===== src/rtl/grf_pkg.sv =====
// ----------------------------------------------------------------------------
// grf_pkg
// Types, constants and helpers of the get reply framer.
// ----------------------------------------------------------------------------
`default_nettype none

package grf_pkg;

  localparam int LENGTH_BITS = 20;
  localparam int VLEN_W      = 20;
  localparam int TRAILER_LEN = 2;

  localparam logic [7:0] CHAR_V  = 8'h56;
  localparam logic [7:0] CHAR_SP = 8'h20;
  localparam logic [7:0] CHAR_LF = 8'h0A;
  localparam logic [7:0] CHAR_CR = 8'h0D;
  localparam logic [7:0] CHAR_E  = 8'h45;
  localparam logic [7:0] CHAR_N  = 8'h4E;
  localparam logic [7:0] CHAR_D  = 8'h44;
  localparam logic [7:0] CHAR_0  = 8'h30;
  localparam logic [7:0] CHAR_9  = 8'h39;

  // matched length of "END" CR
  localparam logic [2:0] END_LEN    = 3'd4;
  localparam logic [1:0] SPACES_NUM = 2'd3;

  localparam logic [1:0] KIND_HEADER = 2'd0;
  localparam logic [1:0] KIND_BODY   = 2'd1;
  localparam logic [1:0] KIND_LINE   = 2'd2;
  localparam logic [1:0] KIND_AFTER  = 2'd3;

  localparam logic [1:0] ERR_NONE      = 2'd0;
  localparam logic [1:0] ERR_BAD_LINE  = 2'd1;
  localparam logic [1:0] ERR_AFTER_END = 2'd2;
  localparam logic [1:0] ERR_OVERFLOW  = 2'd3;

  typedef struct packed {
    logic [7:0] data_byte;
    logic       new_reply;
  } item_t;

  typedef struct packed {
    logic [1:0]        byte_kind;
    logic              length_valid;
    logic [VLEN_W-1:0] value_length;
    logic              reply_complete;
    logic [1:0]        fault_code;
  } result_t;

  function automatic logic [7:0] end_char(input logic [1:0] idx);
    logic [7:0] c;
    case (idx)
      2'd0:    c = CHAR_E;
      2'd1:    c = CHAR_N;
      2'd2:    c = CHAR_D;
      default: c = CHAR_CR;
    endcase
    return c;
  endfunction

endpackage

`default_nettype wire


===== src/rtl/grf_if.sv =====
// ----------------------------------------------------------------------------
// grf_if
// Valid/ready channels for reply bytes and per-byte results.
// ----------------------------------------------------------------------------
`default_nettype none

interface grf_byte_if;
  logic       valid;
  logic       ready;
  logic [7:0] data_byte;
  logic       new_reply;

  modport source (output valid, output data_byte, output new_reply, input ready);
  modport sink   (input valid, input data_byte, input new_reply, output ready);
endinterface

interface grf_result_if;
  logic                       valid;
  logic                       ready;
  logic [1:0]                 byte_kind;
  logic                       length_valid;
  logic [grf_pkg::VLEN_W-1:0] value_length;
  logic                       reply_complete;
  logic [1:0]                 fault_code;

  modport source (output valid, output byte_kind, output length_valid,
                  output value_length, output reply_complete, output fault_code,
                  input ready);
  modport sink   (input valid, input byte_kind, input length_valid,
                  input value_length, input reply_complete, input fault_code,
                  output ready);
endinterface

`default_nettype wire


===== src/rtl/grf_in_reg.sv =====
// ----------------------------------------------------------------------------
// grf_in_reg
// Input register: captures one request, frees up as the core drains it.
// ----------------------------------------------------------------------------
`default_nettype none

module grf_in_reg (
  input  wire logic           clk,
  input  wire logic           rst,
  input  wire logic           valid,
  output logic                ready,
  input  wire grf_pkg::item_t item,
  input  wire logic           drain,
  output logic                held,
  output grf_pkg::item_t      item_q
);

  assign ready = !held || drain;

  always_ff @(posedge clk) begin
    if (rst) begin
      held <= 1'b0;
    end else if (ready) begin
      held <= valid;
    end
  end

  always_ff @(posedge clk) begin
    if (valid && ready) begin
      item_q <= item;
    end
  end

endmodule

`default_nettype wire


===== src/rtl/grf_core.sv =====
// ----------------------------------------------------------------------------
// grf_core
// Parser state and the per-byte update: classifies a byte, tracks the
// VALUE header length, skips body bytes and checks the END line.
// ----------------------------------------------------------------------------
`default_nettype none

module grf_core #(
  parameter int LENGTH_BITS = grf_pkg::LENGTH_BITS
) (
  input  wire logic           clk,
  input  wire logic           rst,
  input  wire logic           fire,
  input  wire grf_pkg::item_t item,
  output grf_pkg::result_t    result
);

  localparam int SKIP_W = LENGTH_BITS + 1;
  localparam int PROD_W = LENGTH_BITS + 4;
  localparam int WIDE_W = LENGTH_BITS + grf_pkg::VLEN_W;

  typedef enum logic [2:0] {
    MODE_LINE_START,
    MODE_HEADER,
    MODE_SKIP,
    MODE_OTHER,
    MODE_DONE,
    MODE_DEAD
  } mode_t;

  mode_t                   mode, mode_next;
  logic [1:0]              space_count, space_count_next;
  logic                    number_active, number_active_next;
  logic [LENGTH_BITS-1:0]  length_acc, length_acc_next;
  logic [SKIP_W-1:0]       skip_remaining, skip_remaining_next;
  logic [2:0]              end_index, end_index_next;
  logic                    line_mismatch, line_mismatch_next;
  logic [1:0]              sticky_error, sticky_error_next;

  always_comb begin
    mode_t                  m;
    logic [1:0]             sc;
    logic                   num;
    logic [LENGTH_BITS-1:0] acc;
    logic [SKIP_W-1:0]      skip;
    logic [2:0]             emi;
    logic                   mism;
    logic [1:0]             err;
    logic [PROD_W-1:0]      prod;
    logic [WIDE_W-1:0]      wide;
    logic [7:0]             b;

    b    = item.data_byte;
    m    = mode;
    sc   = space_count;
    num  = number_active;
    acc  = length_acc;
    skip = skip_remaining;
    emi  = end_index;
    mism = line_mismatch;
    err  = sticky_error;
    prod = '0;
    wide = '0;
    result = '0;

    if (item.new_reply) begin
      m    = MODE_LINE_START;
      sc   = '0;
      num  = 1'b0;
      acc  = '0;
      skip = '0;
      emi  = '0;
      mism = 1'b0;
      err  = grf_pkg::ERR_NONE;
    end

    if (m == MODE_LINE_START && b == grf_pkg::CHAR_V) begin
      m   = MODE_HEADER;
      sc  = '0;
      num = 1'b0;
      acc = '0;
      result.byte_kind = grf_pkg::KIND_HEADER;
    end else begin
      // any other first byte opens a line that must read END
      if (m == MODE_LINE_START) begin
        m    = MODE_OTHER;
        emi  = '0;
        mism = 1'b0;
      end
      case (m)
        MODE_HEADER: begin
          result.byte_kind = grf_pkg::KIND_HEADER;
          if (b == grf_pkg::CHAR_LF) begin
            wide = {{grf_pkg::VLEN_W{1'b0}}, acc};
            result.length_valid = 1'b1;
            result.value_length = wide[grf_pkg::VLEN_W-1:0];
            skip = {1'b0, acc} + SKIP_W'(grf_pkg::TRAILER_LEN);
            m    = MODE_SKIP;
          end else if (b == grf_pkg::CHAR_SP) begin
            if (sc < grf_pkg::SPACES_NUM) begin
              sc  = sc + 2'd1;
              num = (sc == grf_pkg::SPACES_NUM);
            end else begin
              num = 1'b0;
            end
          end else if (b >= grf_pkg::CHAR_0 && b <= grf_pkg::CHAR_9 && num) begin
            // acc * 10 + digit, saturating
            prod = ({4'd0, acc} << 3) + ({4'd0, acc} << 1)
                 + {{LENGTH_BITS{1'b0}}, b[3:0]};
            if (prod > {4'd0, {LENGTH_BITS{1'b1}}}) begin
              acc = {LENGTH_BITS{1'b1}};
              err = grf_pkg::ERR_OVERFLOW;
            end else begin
              acc = prod[LENGTH_BITS-1:0];
            end
          end else begin
            num = 1'b0;
          end
        end
        MODE_SKIP: begin
          result.byte_kind = grf_pkg::KIND_BODY;
          if (skip != '0) begin
            skip = skip - SKIP_W'(1);
          end
          if (skip == '0) begin
            m = MODE_LINE_START;
          end
        end
        MODE_OTHER: begin
          result.byte_kind = grf_pkg::KIND_LINE;
          if (b == grf_pkg::CHAR_LF) begin
            if (!mism && emi == grf_pkg::END_LEN) begin
              result.reply_complete = 1'b1;
              m = MODE_DONE;
            end else begin
              err = grf_pkg::ERR_BAD_LINE;
              m   = MODE_DEAD;
            end
          end else begin
            if (emi >= grf_pkg::END_LEN || b != grf_pkg::end_char(emi[1:0])) begin
              mism = 1'b1;
            end
            if (emi < grf_pkg::END_LEN) begin
              emi = emi + 3'd1;
            end
          end
        end
        MODE_DONE: begin
          result.byte_kind = grf_pkg::KIND_AFTER;
          err = grf_pkg::ERR_AFTER_END;
        end
        default: begin
          result.byte_kind = grf_pkg::KIND_AFTER;
          m = MODE_DEAD;
        end
      endcase
    end

    result.fault_code = err;

    mode_next           = m;
    space_count_next    = sc;
    number_active_next  = num;
    length_acc_next     = acc;
    skip_remaining_next = skip;
    end_index_next      = emi;
    line_mismatch_next  = mism;
    sticky_error_next   = err;
  end

  always_ff @(posedge clk) begin
    if (rst) begin
      mode           <= MODE_LINE_START;
      space_count    <= '0;
      number_active  <= 1'b0;
      length_acc     <= '0;
      skip_remaining <= '0;
      end_index      <= '0;
      line_mismatch  <= 1'b0;
      sticky_error   <= grf_pkg::ERR_NONE;
    end else if (fire) begin
      mode           <= mode_next;
      space_count    <= space_count_next;
      number_active  <= number_active_next;
      length_acc     <= length_acc_next;
      skip_remaining <= skip_remaining_next;
      end_index      <= end_index_next;
      line_mismatch  <= line_mismatch_next;
      sticky_error   <= sticky_error_next;
    end
  end

endmodule

`default_nettype wire


===== src/rtl/grf_out_reg.sv =====
// ----------------------------------------------------------------------------
// grf_out_reg
// Result register: holds one result until the consumer takes it.
// ----------------------------------------------------------------------------
`default_nettype none

module grf_out_reg (
  input  wire logic             clk,
  input  wire logic             rst,
  input  wire logic             load,
  input  wire grf_pkg::result_t result,
  output logic                  space,
  output logic                  valid,
  input  wire logic             ready,
  output grf_pkg::result_t      result_q
);

  assign space = !valid || ready;

  always_ff @(posedge clk) begin
    if (rst) begin
      valid <= 1'b0;
    end else if (space) begin
      valid <= load;
    end
  end

  always_ff @(posedge clk) begin
    if (load && space) begin
      result_q <= result;
    end
  end

endmodule

`default_nettype wire


===== src/rtl/get_reply_framer.sv =====
// an accepted byte is held in the input register, and its result in the result register before it is offered
// throughput: one byte per cycle while the result channel is ready; input register, parser update, result register
// the per-byte state update and multiply-by-ten accumulate are combinational between the two registers
// reset (rst, synchronous): parser back to line start, errors cleared, both
// registers empty
// ----------------------------------------------------------------------------
// get_reply_framer
// Byte-serial framer for a text get reply: one result per reply byte.
// ----------------------------------------------------------------------------
`default_nettype none

module get_reply_framer #(
  parameter int LENGTH_BITS = grf_pkg::LENGTH_BITS
) (
  input wire logic      clk,
  input wire logic      rst,
  grf_byte_if.sink      byte_ch,
  grf_result_if.source  result_ch
);

  grf_pkg::item_t   item_in, item_q;
  grf_pkg::result_t result, result_q;
  logic             held, space, fire;

  assign item_in.data_byte = byte_ch.data_byte;
  assign item_in.new_reply = byte_ch.new_reply;

  // core consumes the held byte whenever the result register can take it
  assign fire = held && space;

  grf_in_reg u_in_reg (
    .clk    (clk),
    .rst    (rst),
    .valid  (byte_ch.valid),
    .ready  (byte_ch.ready),
    .item   (item_in),
    .drain  (fire),
    .held   (held),
    .item_q (item_q)
  );

  grf_core #(
    .LENGTH_BITS (LENGTH_BITS)
  ) u_core (
    .clk    (clk),
    .rst    (rst),
    .fire   (fire),
    .item   (item_q),
    .result (result)
  );

  grf_out_reg u_out_reg (
    .clk      (clk),
    .rst      (rst),
    .load     (held),
    .result   (result),
    .space    (space),
    .valid    (result_ch.valid),
    .ready    (result_ch.ready),
    .result_q (result_q)
  );

  assign result_ch.byte_kind      = result_q.byte_kind;
  assign result_ch.length_valid   = result_q.length_valid;
  assign result_ch.value_length   = result_q.value_length;
  assign result_ch.reply_complete = result_q.reply_complete;
  assign result_ch.fault_code     = result_q.fault_code;

endmodule

`default_nettype wire


===== src/flat_wrapper.sv =====
// flat-port wrapper written by rule: the top's interface ports become plain ports
module get_reply_framer_flat 
#(
  parameter int LENGTH_BITS = grf_pkg::LENGTH_BITS
)
  (clk, rst, byte_ch_valid, byte_ch_data_byte, byte_ch_new_reply, byte_ch_ready, result_ch_valid, result_ch_byte_kind, result_ch_length_valid, result_ch_value_length, result_ch_reply_complete, result_ch_fault_code, result_ch_ready);
  grf_byte_if byte_ch_i ();
  grf_result_if result_ch_i ();
  input wire logic clk;
  input wire logic rst;
  input wire logic [$bits(byte_ch_i.valid)-1:0] byte_ch_valid;
  input wire logic [$bits(byte_ch_i.data_byte)-1:0] byte_ch_data_byte;
  input wire logic [$bits(byte_ch_i.new_reply)-1:0] byte_ch_new_reply;
  output wire logic [$bits(byte_ch_i.ready)-1:0] byte_ch_ready;
  output wire logic [$bits(result_ch_i.valid)-1:0] result_ch_valid;
  output wire logic [$bits(result_ch_i.byte_kind)-1:0] result_ch_byte_kind;
  output wire logic [$bits(result_ch_i.length_valid)-1:0] result_ch_length_valid;
  output wire logic [$bits(result_ch_i.value_length)-1:0] result_ch_value_length;
  output wire logic [$bits(result_ch_i.reply_complete)-1:0] result_ch_reply_complete;
  output wire logic [$bits(result_ch_i.fault_code)-1:0] result_ch_fault_code;
  input wire logic [$bits(result_ch_i.ready)-1:0] result_ch_ready;
  assign byte_ch_i.valid = byte_ch_valid;
  assign byte_ch_i.data_byte = byte_ch_data_byte;
  assign byte_ch_i.new_reply = byte_ch_new_reply;
  assign byte_ch_ready = byte_ch_i.ready;
  assign result_ch_valid = result_ch_i.valid;
  assign result_ch_byte_kind = result_ch_i.byte_kind;
  assign result_ch_length_valid = result_ch_i.length_valid;
  assign result_ch_value_length = result_ch_i.value_length;
  assign result_ch_reply_complete = result_ch_i.reply_complete;
  assign result_ch_fault_code = result_ch_i.fault_code;
  assign result_ch_i.ready = result_ch_ready;
  get_reply_framer #(.LENGTH_BITS(LENGTH_BITS)) u_core (.clk(clk), .rst(rst), .byte_ch(byte_ch_i), .result_ch(result_ch_i));
endmodule

===== config.mk =====
export PLATFORM = sky130hd
export DESIGN_NAME = get_reply_framer_flat
export DESIGN_NICKNAME = d
export VERILOG_FILES = /design/src/rtl/grf_pkg.sv /design/src/rtl/grf_if.sv /design/src/rtl/grf_in_reg.sv /design/src/rtl/grf_core.sv /design/src/rtl/grf_out_reg.sv /design/src/rtl/get_reply_framer.sv /design/src/flat_wrapper.sv
export SDC_FILE = /design/constraint.sdc
export NUM_CORES = 1
export LEC_CHECK = 0
export ABC_CLOCK_PERIOD_IN_PS = 8100
export BUFFER_PORTS_ARGS = -buffer_cell sky130_fd_sc_hd__buf_2
export CORE_MARGIN = 10
export CORE_UTILIZATION = 35
export CTS_BUF_LIST = sky130_fd_sc_hd__clkbuf_2 sky130_fd_sc_hd__clkbuf_4 sky130_fd_sc_hd__clkbuf_8
export DETAILED_ROUTE_END_ITERATION = 8
export GPL_TIMING_DRIVEN = 0
export HOLD_SLACK_MARGIN = 0.06
export PLACE_DENSITY = 0.5
export SLEW_MARGIN = 15
export SYNTH_ARGS = -nofsm -noshare
export SYNTH_HDL_FRONTEND = slang
export SYNTH_SLANG_ARGS = --single-unit

===== constraint.sdc =====
create_clock -name clk -period 8.1 [get_ports clk]
set_clock_uncertainty 0.05 [all_clocks]
set_input_delay 0.405 -clock clk [delete_from_list [all_inputs] [get_ports clk]]
set_output_delay 0.405 -clock clk [all_outputs]
set_load 0.005 [all_outputs]

=== Yosys cells after proc, flatten, opt, wreduce, memory -nomap -nowiden ===
Cells that the tools add are included.

* Shifts and indexed selects: 0
* Add/subtract/negate cells: 6
* Reduce and logical (&&, ||, !) cells: 19
* Multiply operators: 0
* Multiplexer cells: 66
* Div/mod/pow operators: 0
* Magnitude comparators: 6
* Bitwise gates (word level): 3
* Equality and inequality tests: 12

{| class="wikitable"
|+ Operators with widths
! cell !! number
|-
| $mux 21 || 7
|-
| $mux 20 || 7
|-
| $mux 3 || 14
|-
| $pmux 21 s2 || 1
|-
| $mux 2 || 14
|-
| $add 23x21->24 || 1
|-
| $add 24x4->24 || 1
|-
| $gt 24x20->1 const B || 1
|-
| $mux 8 || 3
|-
| $add 20x2->21 const B || 1
|-
| $logic_not 21->1 || 1
|-
| $pmux 7 s3 || 1
|-
| $reduce_bool 21->1 || 1
|-
| $sub 21x1->21 const B || 1
|-
| $mux 1 || 16
|-
| $pmux 2 s3 || 2
|-
| $pmux 3 s4 || 1
|-
| $eq 8x4->1 const B || 1
|-
| $eq 8x6->1 const B || 1
|-
| $eq 8x7->1 const B || 1
|-
| $ge 8x6->1 const B || 1
|-
| $le 8x6->1 const B || 1
|-
| $ne 8x8->1 || 1
|-
| $eq 3x2->1 const B || 2
|-
| other kinds (17) || 31
|}

* Bits in registers: 90
* Logic and storage cells: 129
* Bits in read-only memories: 0
* Input port bits: 13
* RAM bits: 0
* Latch bits: 0
* Memories kept: 0
* Output and inout bits: 28

=== Logic depth before layout (Yosys ltp) ===
Gate-level depths: netlist of run 1.

* Depth after elaboration: 15
* Gate-level depth with buffers: 19
* Mapped depth without buffers: 14

=== Modules after synthesis ===
From an unflattened synthesis of run 1, not the netlist that was laid out.

* Cell total of the unflattened synthesis: 857
* Area total of the unflattened synthesis: 6892.9 sq um

{| class="wikitable"
|+ Modules (own cells, without submodules)
! module !! instances !! sequential area each (sq um) !! area an instance (sq um) !! cells an instance
|-
| grf_core || 1 || 1061.0 || 5725.5 || 811
|-
| grf_out_reg || 1 || 800.8 || 835.8 || 31
|-
| grf_in_reg || 1 || 290.3 || 325.3 || 14
|-
| get_reply_framer || 1 || 0.0 || 6.3 || 1
|}

=== Worst setup path before layout of run 1 ===
No wires, ideal clock.

* Path type: flip-flop to flip-flop
* Start point: reg u_core.u_in_reg.item_q[0] (netlist name)
* End point: reg u_core.u_out_reg.result_q[1] (netlist name)
* Data arrival time: 4.174 ns
* Setup slack: 3.621 ns
* Cell stages (with the launch flop): 19
* Library setup time: 0.255 ns
* Path through: edfxtp_1 -> buf_6 -> inv_1 -> buf_2 -> buf_1 -> buf_1 -> nand2_1 -> inv_1 -> ha_1 -> ha_1 -> fa_1 -> a21o_1 -> a221oi_4 -> o211ai_4 -> a41oi_2 -> mux2_4 -> o2111ai_1 -> o311a_1 -> and2_1

==> results of run 1 <==
power groups by stage:
stage          clock network [W]  logic [W]  registers [W]
2_1_floorplan                  0   0.000107       0.000504
3_5_place_dp                   0   0.000159       0.000507
4_1_cts                 0.000306   0.000160       0.000497
5_1_grt                 0.000329   0.000178       0.000499
6_report                0.000300   0.000162       0.000498
3_3_place_gp                   0   0.000158       0.000508
routing by layer:
metal | vias to the layer above | wire (um) | global-route usage [%]
li1 | 3221 | - | -
met1 | 3140 | 11230 | 24.54
met2 | 202 | 10630 | 28.47
met3 | 24 | 1175 | 2.914
met4 | 0 | 397 | 4.883
met5 | - | 0 | 0
cells in the mapped netlist (4+ instances only):
| library cell | number |
|---|---|
| and4_1 | 5 |
| o21bai_1 | 5 |
| o21ai_0 | 56 |
| nand4_1 | 6 |
| a21oi_1 | 54 |
| dfxtp_1 | 55 |
| o21a_1 | 6 |
| a211oi_1 | 9 |
| a22oi_1 | 7 |
| nand2_1 | 95 |
| o31ai_1 | 9 |
| a221oi_1 | 4 |
| nor4_1 | 4 |
| and2_1 | 10 |
| nor2b_1 | 17 |
| a21o_1 | 14 |
| nor2_1 | 87 |
| buf_2 | 9 |
| o21ai_1 | 4 |
| o211ai_1 | 5 |
| nor3_1 | 27 |
| nand3_1 | 25 |
| buf_1 | 6 |
| o22ai_1 | 11 |
| a31oi_1 | 21 |
| inv_1 | 31 |
| edfxtp_1 | 35 |
| clkbuf_1 | 27 |
| nand2b_1 | 6 |
| xor2_1 | 14 |
| and3_1 | 19 |
| ha_1 | 45 |
| xnor2_1 | 26 |
| and3b_1 | 5 |
| nor3b_1 | 4 |
registers in the layout, summed over array words and instances (netlist names):
name                          cells
u_core.u_core.mode                3
u_core.u_core.space_count         2
u_core.u_core.line_mismatch       1
u_core.u_in_reg.held              1
u_core.u_out_reg.valid            1
u_core.u_core.skip_remaining     21
u_core.u_core.sticky_error        2
u_core.u_in_reg.item_q            9
u_core.u_out_reg.result_q        26
u_core.u_core.end_index           3
u_core.u_core.length_acc         20
u_core.u_core.number_active       1
logic make-up (layout without fill, tap and decap cells):
group,Yosys count,after routing
adder cells (fa/ha/maj),46,46
flip-flops,90,90
AND/OR/NAND/NOR,339,339
XOR/XNOR,40,40
multiplexers,5,5
buffers and inverters,77,133
AO/OA/AOI/OAI,249,249
worst max path at each step:
stage                                         endpoint
after floorplan           u_core.u_out_reg.result_q[1]
after global placement    u_core.u_out_reg.result_q[1]
after detailed placement  u_core.u_out_reg.result_q[1]
after CTS                 u_core.u_out_reg.result_q[1]
after global routing      u_core.u_out_reg.result_q[0]
final                     u_core.u_out_reg.result_q[0]
worst max-delay path, cell delays in order (launching register included):
cell,delay (ns)
edfxtp_1,0.61
buf_6,0.26
inv_1,0.25
buf_2,0.35
buf_1,0.53
buf_1,0.56
nand2_1,0.20
inv_1,0.16
ha_1,0.25
ha_1,0.24
fa_1,0.41
a21o_1,0.24
a221oi_4,0.38
o211ai_4,0.17
a211oi_2,0.23
xor2_1,0.21
nand4_2,0.19
buf_2,0.26
a21oi_1,0.31
inv_1,0.08
through the flow:
stage	hold slack (ns)	utilization [%]	setup WS [ns]
after detailed placement	0.3897	38.39	1.973
after global placement	0.3857	38.24	1.862
final	0.1284	39.29	1.900
after floorplan	0.3718	-	3.621
after CTS	0.1081	39.29	1.948
after global routing	0.09877	39.29	1.673
cell usage in the layout (no fill, tap or decap), drive strengths merged, types with 4 or more instances in the layout:
cell type	instances
o31ai	9
a21o	14
and4	5
buf	58
and2	10
ha	45
o21a	6
clkbuf	37
o211ai	7
a21oi	56
nor2	88
dfxtp	55
o21ai	61
and3b	5
and3	19
a221oi	5
nand3	25
a22oi	7
nand2	96
inv	34
xor2	14
a211oi	10
edfxtp	35
a2111oi	4
a31oi	21
nor4	8
nor3	31
o21bai	5
nand2b	6
o22ai	11
nor3b	5
xnor2	26
nand4	7
nor2b	17
cell type report:
class | count | area share, %
buffer | 46 | 2.741
clock buffer | 9 | 1.625
clock inverter | 7 | 0.6730
inverter | 31 | 1.527
multi-input combinational | 679 | 57.93
sequential | 90 | 28.23
tap | 265 | 4.350
timing repair buffer | 40 | 2.922
==> flow_summary.json, run 1 <==
{
  "syn2layout_area_growth_pct": 10.60,
  "p_int_w": 0.0006537,
  "synth_cells": 846,
  "vias_per_cell": 5.644,
  "max_cap_violations": 0,
  "slew_headroom_pct": 42.46,
  "grt_pass1_vias": 6211,
  "synth_warnings": 0,
  "power.leakage_nw": 3.135,
  "gp_congestion": 0.9065,
  "grt_max_degree": 20,
  "p_clk_share_pct": 31.2,
  "synthFlopType": "dfxtp_1",
  "crit_fanout": 10,
  "post_cts_resized": 0,
  "drt_iter0_drc": 561,
  "min_to": "u_core.u_in_reg.item_q[2]",
  "post_route_cells_drive_above_1_share_pct": 10.86,
  "yosys.area.top_type_share_pct": 15.98,
  "finalCritPeriodShare_pct": 76.55,
  "hold_path.class": "input pin to flop",
  "ioPinCount": 41,
  "rsz0062_at_grt": "false",
  "clk_pin_slew_worst_paths_ns": 0.11,
  "ys_seq_area_share_pct": 31.23,
  "rr_endpoint": "u_core.u_out_reg.result_q[0]",
  "whs_path_depth": 1,
  "multiInputGateArea_mm2": 0.004415,
  "ys_top_cells_by_area": "dfxtp_1, edfxtp_1, ha_1",
  "regArea_mm2": 0.002152,
  "final_cells": 1167,
  "ys_ff_latch": 90,
  "port_buffers": 39,
  "end_kind": "flop",
  "syn_nets": 905,
  "finalSetupViolCount": 0,
  "pwr-share-seq_pct": 51.8,
  "syn_area_mm2": 0.006892,
  "initial_core_util_pct": 35.53,
  "crit_type": "flop to flop",
  "r2r_cells": 19,
  "synth_simple_gate_area_share_pct": 25.29,
  "tightest_slew_ns": 0.8565,
  "coreArea_mm2": 0.01940,
  "ctsHoldBuffers": 0,
  "max_freq_mhz": 161.3,
  "synth_xor_area_share_pct": 5.084,
  "gr-total-overflow": 0,
  "htreeDepth": 3,
  "vias": 6587,
  "wl_per_cell_um": 20.08,
  "dieArea_mm2": 0.02570,
  "grtUsageTotal_pct": 17.91,
  "arrival_ns": 6.30,
  "setup_tns_ns": 0,
  "finalInstanceArea_mm2": 0.007622,
  "num_rows": 51,
  "final_nets": 956,
  "rrSetupSlack_ns": 1.90,
  "cts_tree": "done",
  "remaining_drc_errors": 0,
  "peakVddDrop_mv": 0.06942,
  "powerDensity_mw_per_mm2": 125.9,
  "switching_power_w": 0.0003062,
  "drtAntennaViolNets": 0,
  "grt_pass1_wl_um": 36890,
  "slew_viol_final": 0,
  "cp-start-kind": "flop",
  "synth_top_family_by_area": "simple AND/OR/NAND/NOR gates",
  "synth_edf_count": 35,
  "syn_avg_cell_area_um2": 8.146,
  "dp_cells": 1151,
  "synth_compound_area_share_pct": 24.42,
  "first_pass_iters": 6,
  "yosys-mux-area-fraction_pct": 0.8170,
  "synth.largest_area_cell": "dfxtp_1",
  "synth-async-reset-ratio_pct": 0,
  "place_hpwl_um": 17720,
  "synth-adder-area-share_pct": 8.460,
  "startpoint": "u_core.u_in_reg.item_q[0]",
  "cts_max_path_buffers": 2,
  "cp_data_required_time_ns": 8.20,
  "die_h_um": 160.3,
  "n_antenna_cell": 0,
  "hold_viol": 0,
  "post-route-min-period_ns": 6.200,
  "total_power_w": 0.0009599,
  "clk_latency_ns": 0.39,
  "wirelength_um": 23430,
  "post_cts_buffers": 0,
  "clock-sinks": 90,
  "cts-root-buf": "clkbuf_8",
  "placed_area_mm2": 0.007447,
  "fill_cells": 2073,
  "fp.dieW_um": 160.3,
  "status": "complete, no violations",
  "sw_frac_of_total_pct": 31.90,
  "antenna_found_initial": 0,
  "p_comb_share_pct": 16.9,
  "min-delay-start": "byte_ch_data_byte[1]",
  "cts_buffers": 9,
  "yosysUniqueCellTypes": 90,
  "r2r-start": "u_core.u_in_reg.item_q[0]"
}
No activity file was read; power rests on OpenSTA's default activity.
==> run 2: changes to the inputs <==
--- a/config.mk
+++ b/config.mk
@@ -5,7 +5,8 @@
 export SDC_FILE = /design/constraint.sdc
 export NUM_CORES = 1
 export LEC_CHECK = 0
-export ABC_CLOCK_PERIOD_IN_PS = 8100
+export ABC_AREA = 1
+export ABC_CLOCK_PERIOD_IN_PS = 6400
 export BUFFER_PORTS_ARGS = -buffer_cell sky130_fd_sc_hd__buf_2
 export CORE_MARGIN = 10
 export CORE_UTILIZATION = 35
==> constraint.sdc (replaced) <==
create_clock -name clk -period 6.4 [get_ports clk]
set_clock_uncertainty 0.05 [all_clocks]
set_input_delay 0.32 -clock clk [delete_from_list [all_inputs] [get_ports clk]]
set_output_delay 0.32 -clock clk [all_outputs]
set_load 0.005 [all_outputs]
==> flow_summary.json, run 2 <==
{
  "slew_viol_final": 0,
  "place_hpwl_um": 21270,
  "arrival_ns": 4.87,
  "ys_top_cells_by_area": "dfxtp_1, nand2_1, edfxtp_1",
  "place_ws_ns": 1.803,
  "vias": 7856,
  "clk_pin_slew_worst_paths_ns": 0.10,
  "ys_ff_latch": 90,
  "port_buffers": 39,
  "layout_common_cells": "nand2_1, inv_1, nor2_1, a21oi_1, nand3_1",
  "cp_data_required_time_ns": 6.60,
  "synth_edf_count": 35,
  "ioPinCount": 41,
  "synthFlopType": "dfxtp_1",
  "fp.dieW_um": 166.8,
  "synth-adder-area-share_pct": 7.732,
  "n_antenna_cell": 0,
  "hold_path.class": "input pin to flop",
  "synth-async-reset-ratio_pct": 0,
  "regArea_mm2": 0.002152,
  "wl_per_cell_um": 18.22,
  "crit_fanout": 10,
  "min-delay-start": "byte_ch_valid",
  "largest_reg_flops": 26,
  "crit_type": "flop to flop",
  "dieArea_mm2": 0.02782,
  "yosysMostFrequentCell": "nand2_1",
  "multiInputGateArea_mm2": 0.004559,
  "syn2layout_area_growth_pct": 11.38,
  "synth_top_family_by_area": "simple AND/OR/NAND/NOR gates",
  "clk_latency_ns": 0.40,
  "max_cap_violations": 0,
  "hold_viol": 0,
  "remaining_drc_errors": 0,
  "final_cells": 1485,
  "synthTopCellsByCount": "nand2_1, inv_1, nor2_1, a21oi_1, nand3_1",
  "cp-start-kind": "flop",
  "antenna_found_initial": 0,
  "utilization_pct": 39.83,
  "tightest_slew_ns": 0.8330,
  "worst-path-buf-inv": 7,
  "rsz0062_at_grt": "false",
  "whs_path_depth": 3,
  "ys_seq_area_share_pct": 28.54,
  "r2r_cells": 23,
  "vias_per_cell": 5.290,
  "grt_pass1_wl_um": 41880,
  "grt_pass1_vias": 7342,
  "dp_cells": 1460,
  "placed_area_mm2": 0.008102,
  "final_nets": 1264,
  "ctsHoldBuffers": 9,
  "yosys.area.top_type_share_pct": 14.60,
  "top_register": "u_core.u_out_reg.result_q",
  "rrSetupSlack_ns": 1.74,
  "grtUsageTotal_pct": 18.86,
  "peakVddDrop_mv": 0.07644,
  "htreeDepth": 3,
  "min_to": "u_core.u_in_reg.held",
  "crit_path_max_incr_delay_ns": 0.51,
  "syn_avg_cell_area_um2": 6.586,
  "drtAntennaViolNets": 0,
  "finalCritPeriodShare_pct": 72.89,
  "wirelength_um": 27050,
  "slew_headroom_pct": 44.47,
  "first_pass_iters": 5,
  "gr-total-overflow": 0,
  "layout_setup_ws_ns": 1.735,
  "synth_compound_area_share_pct": 17.26,
  "max_freq_mhz": 214.4,
  "post_route_cells_drive_above_1_share_pct": 10.99,
  "num_rows": 53,
  "cpLargestDelayFamily": "simple AND/OR/NAND/NOR gates",
  "cts_buffers": 9,
  "gp_congestion": 0.9474,
  "cts_max_path_buffers": 2,
  "path_cells": "buf_6 -> inv_6 -> buf_8 -> buf_12 -> buf_2 -> nand2_1 -> inv_1 -> nor2_1 -> a21oi_1 -> ha_1 -> fa_1 -> nand2_1 -> inv_1 -> o21ai_0 -> nand2_1 -> nand2_1 -> nand3_1 -> nand2_1 -> nand2_1 -> nor2_1 -> nand3_1 -> o21ai_1 -> a21oi_1",
  "post_cts_buffers": 0,
  "cpMostUsedCell": "nand2_1",
  "status": "complete, no violations",
  "synth_warnings": 0,
  "die_h_um": 166.8,
  "end_kind": "flop",
  "clock-sinks": 90,
  "powerDensity_mw_per_mm2": 162.9,
  "post_cts_resized": 0,
  "coreArea_mm2": 0.02109,
  "synth_xor_area_share_pct": 2.555,
  "syn_nets": 1204,
  "synth.largest_area_cell": "dfxtp_1",
  "post-route-min-period_ns": 4.665,
  "finalInstanceArea_mm2": 0.008399,
  "synth_simple_gate_area_share_pct": 32.92,
  "setup_tns_ns": 0,
  "cts_tree": "done",
  "grt_max_degree": 30,
  "fill_cells": 2345,
  "rr_endpoint": "u_core.u_core.length_acc[9]",
  "drt_iter0_drc": 729,
  "power.leakage_nw": 3.891,
  "cp_slowest_cell": "fa_1",
  "top_regs": "u_core.u_out_reg.result_q (26), u_core.u_core.skip_remaining (21), u_core.u_core.length_acc (20)",
  "finalSetupViolCount": 0,
  "initial_core_util_pct": 35.76,
  "synth_cells": 1145,
  "r2r-start": "u_core.u_in_reg.item_q[0]",
  "yosys-mux-area-fraction_pct": 0,
  "syn_area_mm2": 0.007541,
  "yosysUniqueCellTypes": 53,
  "cts-root-buf": "clkbuf_8",
  "mostFrequentLayoutCell": "nand2_1"
}
## run 2: cell types whose count changed in the layout (fill, tap and decap cells not counted), moves of 17 or more
cell	before	now
nor2b_1	17	0
a21oi_1	54	90
xnor2_1	26	5
a31oi_1	21	2
and3_1	19	0
nor2_1	87	134
nand3_1	25	70
nand2_1	95	284
inv_1	31	148
## run 2: cells by family after synthesis
group | after synthesis
buf+inv | 195
simple gates | 567
xor+xnor | 22
compound gates | 225
flops | 90
fa+ha+maj | 46
## run 2: worst max path at each step
stage / endpoint / start / depth (start not counted) / slack [ns]
detailed placement: u_core.u_core.length_acc[6] / u_core.u_in_reg.item_q[0] / 23 / 1.80
global route: u_core.u_core.length_acc[9] / u_core.u_in_reg.item_q[0] / 19 / 1.36
floorplan: u_core.u_out_reg.result_q[1] / u_core.u_in_reg.item_q[0] / 25 / 2.80
finish: u_core.u_core.length_acc[9] / u_core.u_in_reg.item_q[0] / 23 / 1.74
CTS: u_core.u_core.length_acc[6] / u_core.u_in_reg.item_q[0] / 23 / 1.80
global placement: u_core.u_core.sticky_error[0] / u_core.u_in_reg.item_q[0] / 27 / 1.81
## run 2: routing by layer
layer	wire length [um]	share of wire, %	vias to the layer above	track usage (%)
met5	0	0	-	0
met4	430	1.6	0	4.696
met3	1759	6.5	23	2.801
met2	11820	44	245	28.73
met1	13040	48	3666	27.09
li1	-	-	3922	-
## run 2: metrics by stage
step | hold slack, ns | power [W]
after floorplan | 0.3689 | 0.0008417
final | 0.1435 | 0.001368
after CTS | 0.1221 | 0.001371
after global routing | 0.1538 | 0.001426
after global placement | 0.4026 | 0.0009290
after detailed placement | 0.4070 | 0.0009300
## run 2: worst reg2reg max path, delay by kind of cell (launching register included)
kind / cells / cell delay (ns)
AOI/OAI and AO/OA: 4 / 0.69
adders and majority gates: 2 / 0.79
buffers and inverters: 7 / 1.15
DFF: 1 / 0.39
and+or+nand+nor: 10 / 1.47
## run 2: final cells by class
| cell class | count | area share [%] |
|---|---|---|
| multi-input combinational | 860 | 54.28 |
| sequential | 90 | 25.62 |
| inverter | 158 | 7.135 |
| tap | 275 | 4.097 |
| timing repair buffer | 49 | 3.635 |
| buffer | 37 | 2.756 |
| clock buffer | 11 | 1.728 |
| clock inverter | 5 | 0.7448 |
## run 2: power by group
part / internal (W) / switching (W) / total, W
clock: 0.000199 / 0.000243 / 0.000442
sequential: 0.000618 / 0.0000174 / 0.000635
combinational: 0.0000945 / 0.000197 / 0.000291
total: 0.000911 / 0.000457 / 0.00137
==> run 3: changes to the inputs <==
--- a/config.mk
+++ b/config.mk
@@ -6,7 +6,7 @@
 export NUM_CORES = 1
 export LEC_CHECK = 0
 export ABC_AREA = 1
-export ABC_CLOCK_PERIOD_IN_PS = 6400
+export ABC_CLOCK_PERIOD_IN_PS = 4590
 export BUFFER_PORTS_ARGS = -buffer_cell sky130_fd_sc_hd__buf_2
 export CORE_MARGIN = 10
 export CORE_UTILIZATION = 35
==> constraint.sdc (replaced) <==
create_clock -name clk -period 4.59 [get_ports clk]
set_clock_uncertainty 0.05 [all_clocks]
set_input_delay 0.2295 -clock clk [delete_from_list [all_inputs] [get_ports clk]]
set_output_delay 0.2295 -clock clk [all_outputs]
set_load 0.005 [all_outputs]
==> flow_summary.json, run 3 (synthesis gave the netlist of run 2 again) <==
{
  "cts_buffers": 9,
  "end_kind": "flop",
  "dp_cells": 1460,
  "largest_reg_flops": 26,
  "finalSetupViolCount": 0,
  "rsz0062_at_grt": "false",
  "place_hpwl_um": 21270,
  "coreArea_mm2": 0.02109,
  "powerDensity_mw_per_mm2": 226.4,
  "gp_congestion": 0.9474,
  "slew_viol_final": 0,
  "hold_path.class": "input pin to flop",
  "wl_per_cell_um": 18.10,
  "n_antenna_cell": 0,
  "drt_iter0_drc": 649,
  "grt_max_degree": 30,
  "post-route-min-period_ns": 4.243,
  "arrival_ns": 4.34,
  "clk_latency_ns": 0.40,
  "cts-root-buf": "clkbuf_8",
  "clk_pin_slew_worst_paths_ns": 0.11,
  "hold_viol": 0,
  "tightest_slew_ns": 0.8388,
  "grt_pass1_wl_um": 41880,
  "status": "complete, no violations",
  "power.leakage_nw": 3.910,
  "final_cells": 1485,
  "finalCritPeriodShare_pct": 92.45,
  "syn2layout_area_growth_pct": 11.75,
  "place_ws_ns": -0.007347,
  "slew_headroom_pct": 44.08,
  "post_cts_buffers": 0,
  "finalInstanceArea_mm2": 0.008427,
  "top_register": "u_core.u_out_reg.result_q",
  "die_h_um": 166.8,
  "num_rows": 53,
  "post_route_cells_drive_above_1_share_pct": 11.16,
  "cts_tree": "done",
  "vias_per_cell": 5.295,
  "fp.dieW_um": 166.8,
  "setup_tns_ns": 0,
  "placed_area_mm2": 0.008102,
  "port_buffers": 39,
  "ioPinCount": 41,
  "gr-total-overflow": 0,
  "mostFrequentLayoutCell": "nand2_1",
  "max_freq_mhz": 235.7,
  "first_pass_iters": 7,
  "layout_setup_ws_ns": 0.3466,
  "htreeDepth": 3,
  "crit_fanout": 19,
  "final_nets": 1264,
  "cp-start-kind": "flop",
  "crit_type": "flop to flop",
  "cts_max_path_buffers": 2,
  "peakVddDrop_mv": 0.1071,
  "cp_data_required_time_ns": 4.69,
  "dieArea_mm2": 0.02782,
  "grtUsageTotal_pct": 18.86,
  "antenna_found_initial": 0,
  "top_regs": "u_core.u_out_reg.result_q (26), u_core.u_core.skip_remaining (21), u_core.u_core.length_acc (20)",
  "utilization_pct": 39.96,
  "grt_pass1_vias": 7346,
  "clock-sinks": 90,
  "max_cap_violations": 0,
  "layout_common_cells": "nand2_1, inv_1, nor2_1, a21oi_1, nand3_1",
  "drtAntennaViolNets": 0,
  "wirelength_um": 26880,
  "initial_core_util_pct": 35.76,
  "vias": 7863,
  "remaining_drc_errors": 0
}
==> run 3: changes by cell type in the layout (fill, tap and decap cells not counted), sizes merged <==
| cell | previous run | this run |
|---|---|---|
| buf | 60 | 58 |
| dlygate4sd3 | 9 | 11 |
==> run 3: power by group <==
part / switching, W / leakage, nW / internal, W / total, W
clock: 0.000340 / 0.105 / 0.000277 / 0.000618
sequential: 0.0000244 / 0.771 / 0.000861 / 0.000885
combinational: 0.000272 / 3.03 / 0.000132 / 0.000405
==> run 3: timing repair <==
action / in CTS / in global routing
setup endpoints to repair: 3 / 24
resized for setup: 0 / 4
hold buffers: 11 / 0
hold endpoints to repair: 11 / 0
==> run 3: metal layers <==
layer | wire [um] | track usage [%] | up-vias
met5 | 0 | 0 | -
met4 | 446 | 4.696 | 0
met3 | 1610 | 2.801 | 29
met2 | 11680 | 28.73 | 261
met1 | 13140 | 27.08 | 3656
li1 | - | - | 3917
==> run 3: final timing paths <==
path | from | to | slack (ns) | cells after the start
worst max-delay path | u_core.u_in_reg.item_q[0] | u_core.u_out_reg.result_q[0] | 0.35 | 24
worst min-delay path | rst | u_core.u_core.skip_remaining[14] | 0.35 | 4
worst max register to register | u_core.u_in_reg.item_q[0] | u_core.u_out_reg.result_q[0] | 0.35 | 24
worst min register to register | u_core.u_core.end_index[1] | u_core.u_core.end_index[1] | 0.42 | 2
==> run 3: layout make-up <==
cell class / instances / area, um2
plain buffers: 35 / 222.7
flip-flops and latches: 90 / 2152
fillers: 2342 / 12660
inverters: 158 / 599.3
clock buffers: 11 / 145.1
clock inverters: 5 / 62.56
multi-input cells: 860 / 4576
repair buffers: 51 / 325.3
well taps: 275 / 344.1
==> run 3: through the flow <==
step	hold slack [ns]	power, W
after global routing	0.3463	0.001989
after global placement	0.3563	0.001295
after CTS	0.3195	0.001912
after detailed placement	0.3576	0.001297
after floorplan	0.2784	0.001174
final	0.3460	0.001908
==> run 3: critical path: stages, from the launching register on <==
cell and delay, ns:
edfxtp_1 0.39, buf_6 0.18, inv_6 0.09, buf_8 0.17, buf_12 0.19, nand2_1 0.17
inv_1 0.15, nor2_1 0.05, a21oi_1 0.15, ha_1 0.28, fa_1 0.51, nand2_1 0.10
inv_1 0.05, o21ai_0 0.14, nand2_1 0.14, nand2_1 0.12, nand3_1 0.08, nand2_1 0.06
nand2_1 0.06, nor2_1 0.23, nand2_1 0.21, nand2_4 0.19, nand2_1 0.07, nand2_1 0.07
nand3_1 0.07
